File: config.mk
export PLATFORM = sky130hd
export DESIGN_NAME = xorshift128_plus_fill_rekey
export DESIGN_NICKNAME = d
export VERILOG_FILES = /design/src/hdl/xsr_pkg.sv /design/src/hdl/xsr_core.sv /design/src/hdl/xorshift128_plus_fill_rekey.sv
export SDC_FILE = /design/constraint.sdc
export NUM_CORES = 1
export LEC_CHECK = 0
export BUFFER_PORTS_ARGS = -buffer_cell sky130_fd_sc_hd__buf_2
export CAP_MARGIN = 20
export CORE_ASPECT_RATIO = 1.75
export CORE_MARGIN = 2
export CORE_UTILIZATION = 55
export CTS_CLUSTER_DIAMETER = 40
export DETAILED_ROUTE_END_ITERATION = 8
export GPL_ROUTABILITY_DRIVEN = 0
export PLACE_DENSITY = 0.75
export SLEW_MARGIN = 20
export SYNTH_ARGS = -nofsm -noshare
export SYNTH_HDL_FRONTEND = slang
export SYNTH_SLANG_ARGS = --single-unit
File: constraint.sdc
create_clock -name clk -period 12.7 [get_ports clk]
set_input_delay 2.54 -clock clk [delete_from_list [all_inputs] [get_ports clk]]
set_output_delay 2.54 -clock clk [all_outputs]
set_load 0.03 [all_outputs]
File: src/hdl/xsr_pkg.sv
// xsr_pkg: shared types and constants for the xorshift128+ generator with reseed.
// Used by xsr_core and xorshift128_plus_fill_rekey. No dependencies.
package xsr_pkg;

    localparam int WORD_W   = 64;
    localparam int THRESH_W = 40;
    localparam int CNT_W    = 41;
    localparam int BYTES_W  = 4;

    localparam logic [WORD_W-1:0]   GOLDEN_SEED     = 64'h9E37_79B9_7F4A_7C15;
    localparam logic [THRESH_W-1:0] THRESHOLD_RESET = 40'd268435456;
    localparam logic [CNT_W-1:0]    COUNTER_MAX     = {CNT_W{1'b1}};
    localparam logic [BYTES_W-1:0]  MAX_WORD_BYTES  = 4'd8;

    localparam int SHIFT_A = 23;
    localparam int SHIFT_B = 17;
    localparam int SHIFT_C = 26;

    // command codes
    localparam logic CMD_SEED = 1'b0;
    localparam logic CMD_GEN  = 1'b1;

    typedef struct packed {
        logic                command;
        logic                first_of_fill;
        logic [BYTES_W-1:0]  byte_count;
        logic [WORD_W-1:0]   entropy_low;
        logic [WORD_W-1:0]   entropy_high;
    } xsr_req_t;

    typedef struct packed {
        logic [WORD_W-1:0] lo;
        logic [WORD_W-1:0] hi;
        logic [CNT_W-1:0]  bytes_since_seed;
    } xsr_state_t;

    typedef struct packed {
        logic [WORD_W-1:0]  random_word;
        logic [BYTES_W-1:0] valid_bytes;
        logic               reseeded;
    } xsr_result_t;

endpackage

File: src/hdl/xsr_core.sv
// xsr_core: one request's worth of work: a seed load, or an optional reseed, one xorshift128+
// step and a saturating byte counter. Pure combinational logic; depends on xsr_pkg.
module xsr_core
    import xsr_pkg::*;
(
    input  xsr_req_t              req,
    input  xsr_state_t            state,
    input  logic [THRESH_W-1:0]   rekey_threshold,
    output xsr_state_t            state_next,
    output xsr_result_t           result
);

    logic [WORD_W-1:0]  seed_lo;
    logic [WORD_W-1:0]  seed_hi;
    logic               do_reseed;
    logic [WORD_W-1:0]  x;
    logic [WORD_W-1:0]  y;
    logic [WORD_W-1:0]  x_mix;
    logic [WORD_W-1:0]  hi_new;
    logic [BYTES_W-1:0] count_sat;
    logic [CNT_W-1:0]   cnt_base;
    logic [CNT_W:0]     cnt_sum;

    always_comb
    begin
        seed_lo = req.entropy_low;
        // all-zero seed would lock the generator at zero
        if (req.entropy_low == '0 && req.entropy_high == '0)
        begin
            seed_hi = GOLDEN_SEED;
        end
        else
        begin
            seed_hi = req.entropy_high;
        end

        do_reseed = req.first_of_fill &&
                    (state.bytes_since_seed >= {1'b0, rekey_threshold});

        count_sat = (req.byte_count > MAX_WORD_BYTES) ? MAX_WORD_BYTES : req.byte_count;

        x        = do_reseed ? seed_lo : state.lo;
        y        = do_reseed ? seed_hi : state.hi;
        cnt_base = do_reseed ? '0 : state.bytes_since_seed;

        x_mix  = x ^ (x << SHIFT_A);
        hi_new = x_mix ^ y ^ (x_mix >> SHIFT_B) ^ (y >> SHIFT_C);

        cnt_sum = {1'b0, cnt_base} + {{(CNT_W+1-BYTES_W){1'b0}}, count_sat};

        case (req.command)
            CMD_SEED:
            begin
                state_next.lo               = seed_lo;
                state_next.hi               = seed_hi;
                state_next.bytes_since_seed = '0;
                result.random_word          = '0;
                result.valid_bytes          = '0;
                result.reseeded             = 1'b1;
            end
            CMD_GEN:
            begin
                state_next.lo               = y;
                state_next.hi               = hi_new;
                state_next.bytes_since_seed = cnt_sum[CNT_W] ? COUNTER_MAX
                                                             : cnt_sum[CNT_W-1:0];
                result.random_word          = hi_new + y;
                result.valid_bytes          = count_sat;
                result.reseeded             = do_reseed;
            end
            default:
            begin
                state_next = state;
                result     = '0;
            end
        endcase
    end

endmodule

File: src/hdl/xorshift128_plus_fill_rekey.sv
// xorshift128_plus_fill_rekey: xorshift128+ word generator with threshold reseeding.
// Pipeline: 2 register stages (input reg, result reg); m_tvalid follows the result reg.
// Throughput: 1 request per cycle unless m_tready stalls; state_reg updates via xsr_core.
// Reset (rst_n, async, active low): state_lo = 0, state_hi = golden constant,
// byte counter = 0, rekey_threshold = 268435456, both pipeline stages empty.
module xorshift128_plus_fill_rekey
    import xsr_pkg::*;
(
    input  logic                 clk,
    input  logic                 rst_n,

    input  logic                 cfg_we,
    input  logic [THRESH_W-1:0]  cfg_wdata,    // rekey_threshold

    input  logic                 s_tvalid,
    output logic                 s_tready,
    input  logic [135:0]         s_tdata,      // byte_count[3:0], entropy_low[67:4],
                                               // entropy_high[131:68], zero pad
    input  logic [1:0]           s_tuser,      // command[0], first_of_fill[1]

    output logic                 m_tvalid,
    input  logic                 m_tready,
    output logic [71:0]          m_tdata,      // random_word[63:0], valid_bytes[67:64],
                                               // zero pad
    output logic                 m_tuser       // reseeded
);

    logic [THRESH_W-1:0] thresh_reg;
    logic                in_valid_reg;
    xsr_req_t            in_req_reg;
    logic                out_valid_reg;
    xsr_result_t         out_res_reg;
    xsr_state_t          state_reg;
    xsr_state_t          state_next;
    xsr_result_t         res_next;
    logic                advance;
    logic                fire;
    xsr_req_t            s_req;

    assign s_req.command       = s_tuser[0];
    assign s_req.first_of_fill = s_tuser[1];
    assign s_req.byte_count    = s_tdata[3:0];
    assign s_req.entropy_low   = s_tdata[67:4];
    assign s_req.entropy_high  = s_tdata[131:68];

    // result register can take a new value
    assign advance  = !out_valid_reg || m_tready;
    assign fire     = in_valid_reg && advance;
    assign s_tready = !in_valid_reg || advance;

    xsr_core u_core (
        .req             (in_req_reg),
        .state           (state_reg),
        .rekey_threshold (thresh_reg),
        .state_next      (state_next),
        .result          (res_next)
    );

    always_ff @(posedge clk or negedge rst_n)
    begin
        if (!rst_n)
        begin
            thresh_reg                 <= THRESHOLD_RESET;
            in_valid_reg               <= 1'b0;
            out_valid_reg              <= 1'b0;
            state_reg.lo               <= '0;
            state_reg.hi               <= GOLDEN_SEED;
            state_reg.bytes_since_seed <= '0;
        end
        else
        begin
            if (cfg_we)
            begin
                thresh_reg <= cfg_wdata;
            end
            if (s_tready)
            begin
                in_valid_reg <= s_tvalid;
            end
            if (advance)
            begin
                out_valid_reg <= in_valid_reg;
            end
            if (fire)
            begin
                state_reg <= state_next;
            end
        end
    end

    // payload registers, no reset
    always_ff @(posedge clk)
    begin
        if (s_tready && s_tvalid)
        begin
            in_req_reg <= s_req;
        end
        if (fire)
        begin
            out_res_reg <= res_next;
        end
    end

    assign m_tvalid = out_valid_reg;
    assign m_tdata  = {4'b0, out_res_reg.valid_bytes, out_res_reg.random_word};
    assign m_tuser  = out_res_reg.reseeded;

    // xorshift state is invertible, so a nonzero state never collapses to zero
    a_state_nonzero: assert property (@(posedge clk) disable iff (!rst_n)
        !(state_reg.lo == '0 && state_reg.hi == '0))
        else $error("generator state reached all zero");

    a_state_hold: assert property (@(posedge clk) disable iff (!rst_n)
        !fire |=> $stable(state_reg))
        else $error("state changed without a request being processed");

    a_counter_drop: assert property (@(posedge clk) disable iff (!rst_n)
        (state_reg.bytes_since_seed < $past(state_reg.bytes_since_seed))
        |-> (state_reg.bytes_since_seed <= {{(CNT_W-BYTES_W){1'b0}}, MAX_WORD_BYTES}))
        else $error("byte counter fell without a reseed");

    a_valid_bytes: assert property (@(posedge clk) disable iff (!rst_n)
        out_valid_reg |-> (out_res_reg.valid_bytes <= MAX_WORD_BYTES))
        else $error("valid_bytes above word size");

    a_stall_hold: assert property (@(posedge clk) disable iff (!rst_n)
        (in_valid_reg && !advance) |=> in_valid_reg)
        else $error("input stage dropped a request while stalled");

endmodule

### Word-level counts from Yosys, hierarchy flattened

Cells that the tools add are included.

* flip-flop bits (word level): 414
* latch bits: 0
* memory bits (writable): 0
* ROM bits: 0
* memories kept: 0

* $add $sub $neg: 2
* multipliers: 0
* divide/modulo/power cells: 0
* $lt $le $gt $ge: 2
* equality and inequality tests: 0
* shifts and indexed selects: 0
* mux-type cells: 8
* bitwise logic cells: 5
* reduce and logical (&&, ||, !) cells: 10

Operator list (count)
* $pmux W169 S2: 1
* $mux W64: 3
* $pmux W69 S2: 1
* $logic_not A64 Y1: 2
* $xor A64 B64 Y64: 2
* $mux W41: 2
* $add A64 B64 Y64: 1
* $xor A64 B38 Y64: 1
* $xor A64 B47 Y64: 1
* $add A41 B4 Y42: 1
* $ge A41 B40 Y1: 1
* $gt A4 B4 Y1 const B: 1
* $logic_and A1 B1 Y1: 4
* $mux W4: 1
* $logic_not A1 Y1: 2
* $logic_or A1 B1 Y1: 2
* $not A1 Y1: 1

### Logic depth before layout (Yosys ltp)

* depth in word-level cells: 9
* depth in mapped cells: 30
* depth with buffers taken out: 26

### Modules after synthesis

A second synthesis with hierarchy kept.

* cell total of the unflattened synthesis: 2437
* area total of the unflattened synthesis: 25992.4 um^2

By module, submodules not included
* xorshift128_plus_fill_rekey: times used 1, cells an instance 657, area each 14448.9 um^2
* xsr_core: times used 1, cells an instance 1780, area each 11543.6 um^2

### Worst setup path before layout

OpenSTA, ideal clock, no wires.

* kind: reg-to-reg
* start: register state_reg[38] in the netlist's numbering
* end: register out_res_reg (netlist bit m_tdata[56]) (data pin)
* library setup time: 0.169 ns
* arrival: 6.429 ns
* setup slack: 6.102 ns
* cell stages (with the launch flop): 30
* period minus slack after synthesis: 6.598 ns
* cell sequence: dfrtp_1 -> ha_1 -> nand4b_4 -> or3_4 -> or3_1 -> a31o_1 -> buf_6 -> nand3_2 -> buf_4 -> buf_6 -> buf_2 -> nor2_1 -> a21oi_1 -> xor2_1 -> xnor2_1 -> ha_1 -> inv_1 -> fa_1 -> nor2b_1 -> o31a_1 -> a41oi_1 -> o31ai_1 -> a31oi_1 -> o31ai_1 -> nand3_1 -> a211oi_1 -> o31ai_1 -> a211oi_1 -> o2111ai_1 -> o31ai_1

* word-level cells in the longest chain between the ends: 9
* elaborated cells on any way between the ends: 10
* those cells by class: add/sub (1); order compare (1); mux (3); bitwise (4); reduce/logical (1)

Ends and longest elaborated chain
* start: declaration: RTL line xorshift128_plus_fill_rekey.sv:33 `xsr_state_t state_reg;`
* start signal: assignment: RTL line xorshift128_plus_fill_rekey.sv:86 `state_reg <= state_next;`
* $ge A41 B40 Y1 *: RTL line xsr_core.sv:38 `(state.bytes_since_seed >= {1'b0, rekey_threshold});`
* $logic_and A1 B1 Y1 *: RTL line xsr_core.sv:37 `do_reseed = req.first_of_fill &&`
* $mux W64: RTL line xsr_core.sv:42 `x = do_reseed ? seed_lo : state.lo;`
* $xor A64 B64 Y64: RTL line xsr_core.sv:46 `x_mix = x ^ (x << SHIFT_A);`
* $xor A64 B64 Y64: RTL line xsr_core.sv:47 `hi_new = x_mix ^ y ^ (x_mix >> SHIFT_B) ^ (y >> SHIFT_C);`
* $xor A64 B47 Y64: RTL line xsr_core.sv:47
* $xor A64 B38 Y64: RTL line xsr_core.sv:47
* $add A64 B64 Y64 *: RTL line xsr_core.sv:67 `result.random_word = hi_new + y;`
* $pmux W69 S2 *: RTL line xsr_core.sv:51 `case (req.command)`
* end signal: assignment: RTL line xorshift128_plus_fill_rekey.sv:100 `out_res_reg <= res_next;`
* end: declaration: RTL line xorshift128_plus_fill_rekey.sv:32 `xsr_result_t out_res_reg;`

Every way passes the cells marked *; elsewhere a longest branch is shown, timed or not.
A chain may end at the register's enable or synchronous reset.

### Worst setup path after layout

* start: register in_req_reg[79] in the netlist's numbering
* end: register out_res_reg (netlist bit m_tdata[56]) (data pin)

* word-level cells in the longest chain between the ends: 9
* elaborated cells on any way between the ends: 11
* those cells by class: add/sub (1); mux (4); bitwise (4); reduce/logical (2)

Ends and longest elaborated chain
* start: declaration: RTL line xorshift128_plus_fill_rekey.sv:30 `xsr_req_t in_req_reg;`
* start signal: assignment: RTL line xorshift128_plus_fill_rekey.sv:96 `in_req_reg <= s_req;`
* $logic_not A64 Y1: RTL line xsr_core.sv:28 `if (req.entropy_low == '0 && req.entropy_high == '0)`
* $logic_and A1 B1 Y1: RTL line xsr_core.sv:28
* $mux W64: RTL line xsr_core.sv:28
* $mux W64: RTL line xsr_core.sv:43 `y = do_reseed ? seed_hi : state.hi;`
* $xor A64 B64 Y64: RTL line xsr_core.sv:47
* $xor A64 B47 Y64: RTL line xsr_core.sv:47
* $xor A64 B38 Y64: RTL line xsr_core.sv:47
* $add A64 B64 Y64 *: RTL line xsr_core.sv:67
* $pmux W69 S2 *: RTL line xsr_core.sv:51

Marked as above.

==> qor.csv <==
metric,value,unit
die_area,47600,µm²
place_ws,3.60,ns
viasPerCell,6.27,
arrival,9.98,ns
drt-wirelength-per-cell,24.0,µm
dr.pass1.iters,6,
slew_headroom,0.212,
max_freq,104,MHz
wl,83700,µm
p_per_area,328,nW/µm²
drive_gt1_frac,0.150,
fin_nets,3156,
htree_levels,2,
regArea,11400,µm²
worstSetupEndpointType,register,
hp-class,register to register,
critPathMostFrequentCell,o31ai_1,
leakagePower,0.0124,µW
ios,258,
ys_warn_count,0,
postSynthCellCount,2681,
grt_pass1_wl,127000,µm
clk_path_buf_depth,3,
crit_chain,nor4_1 > nand4_1 > nor4_2 > buf_4 > and2_1 > buf_4 > nor2_1 > a21oi_1 > xnor2_1 > xnor2_1 > ha_1 > nor2b_1 > o31a_1 > a41oi_1 > o31ai_1 > a31oi_1 > o31ai_1 > nand3_1 > a211oi_1 > o31ai_1 > a211oi_1 > o2111ai_1 > o31ai_1,
coreArea,45200,µm²
cts_made_buffers,48,
status,finished clean,
max_stage_delay,0.82,ns
seq_area_frac_synth,0.453,
finalNonFillerCells,3482,
period_needed,9.58,ns
multi_input_area,12800,µm²
fillers,3711,
largest_reg_flops,169,
cts_setup_buffers,0,
synth-edff-count,203,
maxCapViolations,0,
finalClockSkew,0.0367,ns
hold_viol,0,
final_antenna_net_count,0,
setup_tns,0,ns
port_buffers,249,
slew_violations,0,
drcViolationCount,0,
cts_tree,built,
grt_max_degree,176,
post_cts_resized,0,
area_delta_synth_final,13.3,%
track_usage,0.347,
ir_worst_vdd,0.224,mV
critical_path_class,register to register,
ys_seq_elements,414,
synthFlopType,edfxtp_1,
via_count,21818,
fin_ws,3.12,ns
cts_hold_buffers,0,
worst_setup_path_start_kind,register,
fp.dieH,287,µm
clk_pin_slew_worst_paths,0.07,ns
diodes,0,
netlist_area,25200,µm²
start_util,0.557,
cp_slowest_cell,nor4_1,
grt_pass1_vias,21750,
placed_cells,3392,
syn_area_per_cell,9.40,µm²
final-setup-viol-count,0,
rows,103,
clock_sinks,414,
drtIter0Drc,2499,
die_w,166,µm
crit_path_max_fanout,26,
required,13.10,ns
insertion_delay,0.60,ns
period_share,0.754,
grt_overflow_total,0,
synthDistinctLibCells,82,
ctsRootBufferMaster,clkbuf_16,
ys_async_sr_fraction,0.510,
dp.final_hpwl,60300,µm
antenna_found_initial,0,
worst_pin_slew,1.15,ns
rsz0062_at_grt,false,
[final timing paths]
check	start	to	slack, ns	cells past startpoint
setup / recovery	in_req_reg[79]	m_tdata[56]	3.12	23
hold / removal	state_reg[101]	state_reg[101]	0.46	2
setup reg to reg	in_req_reg[79]	m_tdata[56]	3.12	23
hold reg to reg	state_reg[101]	state_reg[101]	0.46	2
max in group asynchronous	rst_n	thresh_reg[36]	9.32	2
min in group asynchronous	rst_n	state_reg[97]	1.96	1
[Yosys cell counts (7+ instances only)]
master / number / area [µm²]
nand2_1: 279 / 1050
o21ai_0: 279 / 1400
nor2_1: 267 / 1000
a21oi_1: 224 / 1120
edfxtp_1: 203 / 6100
xnor2_1: 193 / 1690
dfrtp_1: 172 / 4300
mux2i_1: 108 / 1080
inv_1: 107 / 402
ha_1: 106 / 1330
clkbuf_1: 105 / 394
xor2_1: 88 / 771
nor4_1: 49 / 307
nand4_1: 43 / 269
dfstp_2: 39 / 1020
a21o_1: 33 / 248
nor3_1: 28 / 140
nand3_1: 27 / 135
a31oi_1: 24 / 150
and2_1: 21 / 131
and3_1: 21 / 131
a211oi_1: 16 / 120
buf_1: 16 / 60.1
buf_2: 16 / 80.1
nor2b_1: 15 / 93.8
o31ai_1: 15 / 113
nand2b_1: 14 / 87.6
o211ai_1: 11 / 82.6
buf_4: 10 / 75.1
o21a_1: 10 / 75.1
o2111ai_1: 8 / 70.1
a21oi_2: 7 / 61.3
a22o_1: 7 / 61.3
o21bai_1: 7 / 52.6
[worst max-delay path: cells and delay by family (launching register included)]
| kind | cells | cell delay (ns) |
|---|---|---|
| buffers and inverters | 2 | 0.68 |
| AND/OR/NAND/NOR | 7 | 2.70 |
| AO/OA/AOI/OAI | 11 | 4.68 |
| adder cells (fa/ha/maj) | 1 | 0.35 |
| XOR/XNOR | 2 | 0.42 |
| flip-flops | 1 | 0.53 |
[metrics by stage]
stage / hold slack, ns / area, µm² / total power, µW / util
6_report: 0.459 / 28600 / 9380 / 0.632
5_1_grt: 0.478 / 28600 / 9940 / 0.632
3_5_place_dp: 0.451 / 26900 / 7690 / 0.594
4_1_cts: 0.460 / 28600 / 9210 / 0.631
3_3_place_gp: 0.441 / 26900 / 7580 / 0.594
2_1_floorplan: 0.435 / 25200 / 6150 / -
[cell families (layout without fill, tap and decap cells)]
family / Yosys count / after routing / synth area share
multiplexers: 112 / 112 / 0.0447
adder cells (fa/ha/maj): 108 / 108 / 0.0542
AO/OA/AOI/OAI: 711 / 711 / 0.165
AND/OR/NAND/NOR: 796 / 796 / 0.143
XOR/XNOR: 281 / 281 / 0.0976
buffers and inverters: 258 / 479 / 0.0416
other: 1 / 4 / 0.000149
flip-flops: 414 / 414 / 0.453
[per-layer routing]
layer  vias up  routed length, µm  part of all wire  track usage
li1       9919                  -                 -            -
met1     10235              27500              0.33        0.368
met2      1272              41200              0.49        0.601
met3       392               6570             0.078       0.0585
met4         0               8470              0.10        0.294
met5         -                  0                 0            0
[layout by cell type (no fill, tap or decap), types with 108 or more instances in the layout]
| cell type | instances |
|---|---|
| a21oi_1 | 223 |
| mux2i_1 | 108 |
| o21ai_0 | 277 |
| nor2_1 | 267 |
| dfrtp_1 | 172 |
| buf_2 | 249 |
| xnor2_1 | 193 |
| nand2_1 | 278 |
| edfxtp_1 | 203 |
[power by group]
| group | internal, µW | total [µW] | switching [µW] |
|---|---|---|---|
| registers | 1880 | 2100 | 212 |
| clock network | 846 | 1470 | 627 |
| logic | 2130 | 5810 | 3680 |
[area by class of cell]
cell class	instances	share of cell area
multi-input cells	2012	0.448
repair buffers	281	0.0533
flip-flops and latches	414	0.400
well taps	577	0.0253
clock buffers	51	0.0428
inverters	108	0.0143
clock inverters	39	0.0169
No activity file was read; power rests on OpenSTA's default activity.
